**config.mk**
```make
export PLATFORM = sky130hd
export DESIGN_NAME = sdf_hash
export DESIGN_NICKNAME = d
export VERILOG_FILES = /design/src/rtl/sdf_pkg.sv /design/src/rtl/sdf_hash.sv
export SDC_FILE = /design/constraint.sdc
export NUM_CORES = 1
export LEC_CHECK = 0
export BUFFER_PORTS_ARGS = -buffer_cell sky130_fd_sc_hd__buf_2
export CORE_UTILIZATION = 50
export CTS_CLUSTER_DIAMETER = 150
export CTS_CLUSTER_SIZE = 30
export DETAILED_ROUTE_END_ITERATION = 16
export PLACE_DENSITY = 0.68
export SETUP_SLACK_MARGIN = 0.5
export SYNTH_ARGS = -nofsm -noshare
export SYNTH_HDL_FRONTEND = slang
export SYNTH_SLANG_ARGS = --single-unit
```
**constraint.sdc**
```tcl
create_clock -name i_clk -period 16.8 [get_ports i_clk]
set_input_delay 2.52 -clock i_clk [delete_from_list [all_inputs] [get_ports i_clk]]
set_output_delay 2.52 -clock i_clk [all_outputs]
set_load 0.01 [all_outputs]
```
**src/rtl/sdf_pkg.sv**
```systemverilog
package sdf_pkg;

    localparam int TABLE_DEPTH = 1024;
    localparam int ID_BITS     = 32;
    localparam int TAG_BITS    = 32;
    localparam int EPOCH_BITS  = 8;

    localparam int SLOT_W  = $clog2(TABLE_DEPTH);
    localparam int MIX_W   = 16;
    localparam int DIV_SH  = MIX_W + SLOT_W;
    localparam int RECIP_W = MIX_W + 2;
    localparam int PROD_W  = MIX_W + RECIP_W;

    localparam logic [31:0] HASH_MUL = 32'h9E37_79B1;
    // floor(x / TABLE_DEPTH) = (x * HASH_RECIP) >> DIV_SH, exact for 16-bit x
    localparam logic [RECIP_W-1:0] HASH_RECIP =
        RECIP_W'((64'd1 << DIV_SH) / TABLE_DEPTH + 64'd1);
    localparam logic [PROD_W-1:0] DEPTH_P = PROD_W'(TABLE_DEPTH);
    localparam logic [SLOT_W-1:0] SLOT_LAST = SLOT_W'(TABLE_DEPTH - 1);

    localparam logic [EPOCH_BITS-1:0] EPOCH_FIRST = EPOCH_BITS'(1);
    localparam logic [EPOCH_BITS-1:0] EPOCH_LAST  = '1;

    typedef logic [SLOT_W-1:0]            t_slot;
    typedef logic [ID_BITS-1:0]           t_id;
    typedef logic signed [TAG_BITS-1:0]   t_tag;
    typedef logic [EPOCH_BITS-1:0]        t_epoch;

    typedef struct packed {
        t_epoch epoch;
        t_id    key;
    } t_entry;

    typedef struct packed {
        logic mul_en;
        logic div_en;
    } t_hash_ctl;

    typedef struct packed {
        t_slot  rd_addr;
        logic   wr_en;
        t_slot  wr_addr;
        t_entry wr_data;
    } t_tbl_req;

endpackage

```
**src/rtl/sdf_hash.sv**
```systemverilog
module sdf_hash (
    input  logic               i_clk,
    input  sdf_pkg::t_id       i_id,
    input  sdf_pkg::t_hash_ctl i_ctl,
    output sdf_pkg::t_slot     o_slot
);
    import sdf_pkg::*;

    logic [63:0]       id_wide;
    logic [31:0]       folded;
    logic [31:0]       r_prod;
    logic [MIX_W-1:0]  mix;
    logic [PROD_W-1:0] quot_full;
    logic [MIX_W-1:0]  r_quot;
    logic [PROD_W-1:0] rem_full;

    assign id_wide   = 64'(i_id);
    assign folded    = id_wide[31:0] ^ id_wide[63:32];
    assign mix       = r_prod[31:16];
    assign quot_full = PROD_W'(mix) * PROD_W'(HASH_RECIP);
    assign rem_full  = PROD_W'(mix) - PROD_W'(r_quot) * DEPTH_P;
    assign o_slot    = rem_full[SLOT_W-1:0];

    always_ff @(posedge i_clk) begin
        if (i_ctl.mul_en) begin
            r_prod <= folded * HASH_MUL;
        end
        if (i_ctl.div_en) begin
            r_quot <= MIX_W'(quot_full >> DIV_SH);
        end
    end

endmodule

```
* Yosys cells after proc, flatten, opt, wreduce, memory -nomap -nowiden
Index checks and enable logic that the tools add are counted.
** Storage, ports and cells
- Flip-flop bits (word level) :: 32
- Output and inout bits :: 10
** Cells by class
- Add/subtract/negate cells :: 1
- $mul :: 1
** Operators with widths (count)
- 32-bit by 32-bit multiplier with 32-bit output, second input constant :: 1
- 10-bit by 1-bit subtractor with 10-bit output, second input constant :: 1

* Logic depth before layout (Yosys ltp)
Gate-level depths: netlist (run 1).
- Depth in word-level cells :: 1
- Depth in mapped cells :: 24
- Depth with buffers taken out :: 24

* Worst setup path before layout (run 1)
No wires, ideal clock.
- Kind :: input to register
- From :: input i_id[6]
- To :: register r_prod[25], data pin
- Data arrival time :: 8.209 ns
- Data required time :: 16.542 ns
- Slack :: 8.334 ns
- Cell stages on the path :: 22
- Buffers on the path :: 0
- Cell sequence :: inv_1 fa_1 inv_1 fa_1 fa_1 inv_1 fa_1 inv_1 fa_1 inv_1 fa_1 fa_1 inv_1 fa_1 ha_1 a21oi_1 nand2_1 a221oi_2 o21ai_2 o31a_1 a21oi_2 xnor2_1
** Between the ends
- Cells in the longest elaborated chain, start to end :: 1
** RTL lines
- start: declaration :: line sdf_hash.sv:3 : input sdf_pkg::t_id i_id,
- 32-bit by 32-bit multiplier with 32-bit output :: line sdf_hash.sv:26 : r_prod <= folded * HASH_MUL;
- end signal: assignment :: line sdf_hash.sv:26
- end: declaration :: line sdf_hash.sv:11 : logic [31:0] r_prod;
Every way passes these cells.
A chain may end at the register's enable or synchronous reset.

* Worst setup path in the final report (run 1)
Same ends and word-level chain as after synthesis.

==> impl_metrics.tcl, run 1 <==
set metrics [dict create \
    cp.arrival_ps 8760 \
    postCtsHoldBufs 0 \
    final_cells 755 \
    period_share_pct 52.3 \
    finalCriticalPeriod_ps 8790 \
    cts.sink_count 10 \
    die_w_um 111 \
    fmax_mhz 114 \
    path_common_cell "fa_1" \
    numCtsBuffers 3 \
    antenna_found_initial 0 \
    core_um2 11500 \
    fillers 1015 \
    hold_path_class "in2reg" \
    max_stage_delay_ps 570 \
    synth-edff-count 10 \
    tns_ps 0 \
    path_class "in2reg" \
    rsz0062_at_grt "no" \
    vias 3646 \
    cts_resized 0 \
    synth_cells 571 \
    status "completed" \
    path_clk_slew_ps 40 \
    hold_viol_final 0 \
    grt_pass1_wl_um 20300 \
    drt_iter0_markers 101 \
    setup_violations 0 \
    postCtsSetupRepairBufs 0 \
    diodes 0 \
    dr.pass1.iters 4 \
    grt_max_degree 12 \
    netlist_area_um2 5910 \
    max_slew_margin_pct 71.9 \
    wire_per_inst_um 15.4 \
    grt_pass1_vias 4282 \
    fin_nets 908 \
    globalplace.congestion 0.883 \
    critical_path.startpoint "i_id[6]" \
    antenna_left 0 \
    fin_area_um2 6360 \
    dieArea_um2 12300 \
    wl_um 11600 \
    ys_ff_latch 10 \
    cts_root_buf "clkbuf_16" \
    htree_levels 1 \
    worstPathCellList "buf_2 > inv_1 > fa_1 > inv_1 > fa_1 > fa_1 > inv_1 > fa_1 > inv_1 > fa_1 > inv_1 > fa_1 > fa_1 > inv_1 > fa_1 > ha_1 > a21oi_1 > nand2_1 > a221oi_2 > o21ai_2 > o31a_1 > a21oi_2 > xnor2_1" \
    startpoint_type "primary input" \
    worstSetupEndpointType "register" \
    worst_path_max_delay_cell "fa_1" \
    final_cell_mix "inv_1 (218), ha_1 (140), fa_1 (120), buf_2 (37), xnor2_1 (34)" \
    tightest_slew_ps 418 \
    worstHoldStart "i_ctl[1]" \
    synth_ff_type "edfxtp_1" \
    largest-register "r_prod" \
    mostFrequentLayoutCell "inv_1" \
    yosysSeqAreaShare_pct 5.08 \
    die_height_um 111 \
    dpl_cell_area_um2 6280 \
    ys_types 30 \
    largest_register_ffs 10 \
    rows 39 \
    placed_cells 751 \
    start_util_pct 51.6 \
    top_level_ports 45 \
    grt_usage_pct 21.3 \
    port_buffers 37 \
    drive_gt1_share_pct 7.19 \
    clockBufferDepth 2 \
    grt_overflow_total 0 \
    avgSynthCellArea_um2 10.4 \
    top_regs "r_prod x10" \
    required_ps 16770 \
    cts_tree "done" \
    maxCapViolations 0 \
    routed_via_density 4.83 \
    yosys_warnings 0 \
    final_max_slew_viol_count 0 \
    dp_hpwl_um 10700 \
    cp_max_fo 8 \
    synth_fp_nets 866 \
    drcViolationCount 0 \
    area_growth_pct 7.49 \
    async_reset_ff_share_pct 0 \
]
-- through the flow --
step	hold slack, ps	utilization [%]	setup WS [ps]
finish	2670	55.4	8010
global route	2680	55.4	7720
CTS	2670	55.4	7990
detailed placement	2910	54.7	7750
global placement	2910	54.7	7760
floorplan	2630	-	8330
-- cells by family (layout without fill, tap and decap cells) --
logic type / Yosys count / in the layout / share of synthesized area [%]
compound gates: 31 / 31 / 3.79
flops: 10 / 10 / 5.08
xor+xnor: 41 / 41 / 6.07
simple gates: 11 / 11 / 0.973
buf+inv: 218 / 259 / 13.8
fa+ha+maj: 260 / 260 / 70.2
-- critical path: cells and delay by family --
family,cells,cell delay (ps)
AND/OR/NAND/NOR,1,90
AO/OA/AOI/OAI,5,1010
buffers and inverters,7,660
XOR/XNOR,1,80
adder cells (fa/ha/maj),9,4400
-- cells in the mapped netlist, types with 3 or more instances --
master    count  area, um^2
inv_1       218         818
xnor2_1      34         298
nand2_1       3        11.3
edfxtp_1     10         300
ha_1        140        1750
fa_1        120        2400
xor2_1        7        61.3
o21ai_1       3        15.0
a21oi_1       6        30.0
o21ai_0       5        25.0
-- layer usage --
metal,up-vias,global-route usage [%],routed length [um],part of all wire (%)
li1,1790,-,-,-
met1,1810,27.7,5270,45
met2,38,39.2,6010,52
met3,8,1.53,173,1.5
met4,0,3.56,195,1.7
met5,-,0,0,0
-- layout make-up --
class                   instances  area (um^2)  area share [%]
flip-flops and latches         10          300            4.72
multi-input cells             343         4790            75.4
clock inverters                 1         3.75          0.0591
inverters                     218          818            12.9
repair buffers                 37          185            2.91
clock buffers                   3         75.1            1.18
well taps                     143          179            2.81
-- final timing paths --
| check | end | slack, ps | depth (start not counted) |
|---|---|---|---|
| max | r_prod[25] | 8010 | 23 |
| min | r_prod[22] | 2670 | 1 |
Power of run 1 is left out: the tool's default activity adds up to more than one toggle a clock period on the data nets, which glitch-free logic cannot reach.
==> inputs of run 2 (changes only) <==
- PLACE_DENSITY: 0.68 -> 0.71
- clock period: 16.8 -> 8 ns (I/O delays scaled with it)
==> run 2 against run 1 <==
Net effect:
- critical path depth is the same
- hold slack lost 1300 ps
- non-clock buffer count grew 8
- highest routed layer unchanged
- routed wire length grew 3.2%
- global-route usage grew 0.80 points
- via count grew 2.4%
- worst setup slack lost 7300 ps
- first-iteration DRC count grew 25%
==> impl_metrics.tcl, run 2 (same netlist as run 1, synthesis figures left out) <==
set metrics [dict create \
    status "completed" \
    grt_pass1_wl_um 21100 \
    globalplace.congestion 0.920 \
    largest_register_ffs 10 \
    fillers 989 \
    cts.sink_count 10 \
    grt_max_degree 12 \
    vias 3733 \
    cp.arrival_ps 7290 \
    drt_iter0_markers 126 \
    final_max_slew_viol_count 0 \
    numCtsBuffers 3 \
    cts_tree "done" \
    top_level_ports 45 \
    fin_nets 916 \
    die_w_um 111 \
    rsz0062_at_grt "no" \
    area_growth_pct 9.84 \
    dieArea_um2 12300 \
    grt_pass1_vias 4375 \
    maxCapViolations 0 \
    setup_violations 0 \
    grt_overflow_total 0 \
    tns_ps 0 \
    cts_root_buf "clkbuf_16" \
    routed_via_density 4.89 \
    start_util_pct 51.6 \
    grt_usage_pct 22.1 \
    dr.pass1.iters 4 \
    drcViolationCount 0 \
    finalCriticalPeriod_ps 7310 \
    cp_max_fo 4 \
    startpoint_type "primary input" \
    worstSetupEndpointType "register" \
    period_share_pct 91.4 \
    path_clk_slew_ps 40 \
    port_buffers 37 \
    diodes 0 \
    tightest_slew_ps 363 \
    max_slew_margin_pct 75.2 \
    mostFrequentLayoutCell "inv_1" \
    antenna_left 0 \
    drive_gt1_share_pct 10.3 \
    hold_path_class "in2reg" \
    antenna_found_initial 0 \
    dp_hpwl_um 11000 \
    clockBufferDepth 2 \
    path_class "in2reg" \
    final_cell_mix "inv_1 (215), ha_1 (136), fa_1 (117), buf_2 (36), xnor2_1 (34)" \
    htree_levels 1 \
    die_height_um 111 \
    rows 39 \
    hold_viol_final 0 \
    wire_per_inst_um 15.8 \
    fmax_mhz 137 \
    core_um2 11500 \
    wl_um 12000 \
    required_ps 7980 \
    top_regs "r_prod x10" \
    largest-register "r_prod" \
]
==> run 2: cell types whose count changed in the layout (fill, tap and decap cells not counted), moves of 2 or more <==
cell / previous run / this run
fa_2: 0 / 3
buf_4: 0 / 9
ha_4: 0 / 3
inv_2: 0 / 2
ha_1: 140 / 136
inv_1: 218 / 215
fa_1: 120 / 117
==> run 2: worst max-delay path, stage by stage <==
cell and delay [ps]:
buf_2 110, inv_1 100, fa_1 550, inv_1 50, fa_1 420, fa_1 540, inv_1 60, fa_1 520
inv_1 50, fa_1 510, inv_1 50, fa_1 470, fa_1 540, inv_1 50, fa_1 550, ha_4 240
a21oi_1 120, nand2_1 120, a221oi_4 330, o21ai_4 120, o31a_1 350, a21oi_2 150, xnor2_1 80
==> run 2: metrics by stage <==
stage	hold WS (ps)	setup slack (ps)	cells	util, %	instance area, um^2
floorplan	1310	854	571	-	5910
global placement	1590	388	755	55.0	6310
detailed placement	1590	306	755	55.0	6310
CTS	1350	548	759	55.7	6390
global route	1360	483	763	56.6	6490
finish	1350	692	763	56.6	6490
==> run 2: final cells by class <==
cell class                      instances  area [um^2]  share of cell area [%]
Timing Repair Buffer                   45          248                    3.81
Clock inverter                          1         3.75                  0.0578
Inverter                              218          822                    12.7
Clock buffer                            3         75.1                    1.16
Multi-Input combinational cell        343         4870                    74.9
Tap cell                              143          179                    2.75
Sequential cell                        10          300                    4.62
==> run 2: final timing paths <==
path              cells past startpoint    endpoint     start
setup / recovery                     23  r_prod[25]   i_id[6]
hold / removal                        1  r_prod[22]  i_ctl[1]
==> run 2: layer usage <==
layer	GRT usage, %	part of all wire (%)	up-vias
met2	40.6	52	41
met3	2.02	1.5	18
met1	28.1	44	1872
met4	4.71	2.5	0
li1	-	-	1802
met5	0	0	-
==> run 2: repair_timing <==
item,in CTS,in global routing
hold buffers,0,0
buffers inserted,0,4
endpoints found under the setup margin,0,3
gates resized for setup,0,16
Power of run 2 is left out for the same reason.
==> inputs of run 3 (changes only) <==
- CORE_ASPECT_RATIO: default -> 0.9
- TNS_END_PERCENT: default -> 5
==> run 3 against run 2 <==
Net effect:
- non-clock buffer count shrank 3
- worst setup slack gained 50 ps
- core utilization shrank 0.057 points
- maximum frequency grew 0.70%
- cell area is essentially flat
- critical endpoint unchanged
- largest cell class unchanged
- highest routed layer unchanged
==> impl_metrics.tcl, run 3 (same netlist as run 1, synthesis figures left out) <==
set metrics [dict create \
    status "completed" \
    rows 37 \
    hold_path_class "in2reg" \
    mostFrequentLayoutCell "inv_1" \
    top_level_ports 45 \
    drt_iter0_markers 121 \
    startpoint_type "primary input" \
    drcViolationCount 0 \
    tightest_slew_ps 452 \
    wire_per_inst_um 15.5 \
    drive_gt1_share_pct 9.56 \
    worstPathCellList "buf_2 > inv_1 > fa_1 > inv_1 > fa_1 > fa_1 > inv_1 > fa_1 > inv_1 > fa_1 > fa_1 > fa_1 > inv_1 > fa_1 > inv_1 > ha_4 > nor2b_1 > a221oi_2 > o21ai_4 > o31a_1 > a21oi_2 > xnor2_1" \
    dr.pass1.iters 4 \
    grt_overflow_total 0 \
    final_cell_mix "inv_1 (216), ha_1 (136), fa_1 (117), buf_2 (35), xnor2_1 (34)" \
    htree_levels 1 \
    diodes 0 \
    grt_usage_pct 22.4 \
    routed_via_density 4.85 \
    path_delay_family "adder cells" \
    die_height_um 105 \
    top_regs "r_prod x10" \
    dieArea_um2 12300 \
    max_slew_margin_pct 69.7 \
    port_buffers 37 \
    grt_pass1_wl_um 20400 \
    period_share_pct 90.7 \
    antenna_left 0 \
    core_um2 11500 \
    setup_violations 0 \
    rsz0062_at_grt "no" \
    max_stage_delay_ps 550 \
    fin_nets 913 \
    final_max_slew_viol_count 0 \
    required_ps 7980 \
    path_class "in2reg" \
    start_util_pct 51.5 \
    cp_max_fo 4 \
    tns_ps 0 \
    worst_path_max_delay_cell "fa_1" \
    antenna_found_initial 0 \
    cp.arrival_ps 7240 \
    fmax_mhz 138 \
    worstSetupEndpointType "register" \
    path_clk_slew_ps 40 \
    grt_pass1_vias 4351 \
    dp_hpwl_um 11100 \
    hold_viol_final 0 \
    globalplace.congestion 0.918 \
    finalCriticalPeriod_ps 7260 \
    wl_um 12000 \
    path_buf_inv 7 \
    largest-register "r_prod" \
    die_w_um 117 \
    numCtsBuffers 3 \
    path_common_cell "fa_1" \
    postCtsHoldBufs 0 \
    cts_tree "done" \
    maxCapViolations 0 \
    cts.sink_count 10 \
    clockBufferDepth 2 \
    vias 3750 \
    largest_register_ffs 10 \
    grt_max_degree 12 \
    area_growth_pct 9.86 \
    cts_root_buf "clkbuf_16" \
]
## run 3: cell count changes in the layout (fill, tap and decap cells not counted), sizes merged
| cell | before | now |
|---|---|---|
| buf | 45 | 42 |
## run 3: metrics by stage
step | area, um^2 | hold WS, ps | utilization (%) | instances | setup slack, ps
CTS | 6390 | 1350 | 55.7 | 771 | 536
detailed placement | 6320 | 1600 | 55.0 | 767 | 285
floorplan | 5910 | 1310 | - | 571 | 854
global route | 6500 | 1370 | 56.6 | 773 | 501
global placement | 6320 | 1590 | 55.0 | 767 | 380
finish | 6500 | 1350 | 56.6 | 773 | 742
## run 3: layout make-up
type	count	area, um^2
clock inverter	1	3.75
fill	1046	4980
inverter	218	822
timing repair buffer	42	235
multi-input combinational	343	4860
clock buffer	3	75.1
tap	156	195
sequential	10	300
## run 3: layer usage
layer  GRT usage (%)  share of wire (%)  vias up  routed length (um)
li1                -                  -     1791                   -
met1            30.1                 45     1876                5350
met2            39.6                 50       66                6030
met3            1.74                2.8       17                 336
met4            4.16                2.2        0                 269
met5               0                  0        -                   0
## run 3: final timing paths
path      from    endpoint  slack (ps)  cells after the start
min   i_ctl[1]  r_prod[22]        1350                      1
max    i_id[7]  r_prod[25]         740                     22
## run 3: timing repair
item | CTS | global route
gates resized for setup | 0 | 17
setup endpoints to repair | 0 | 2
setup buffers | 0 | 2
Power of run 3 is left out for the same reason.
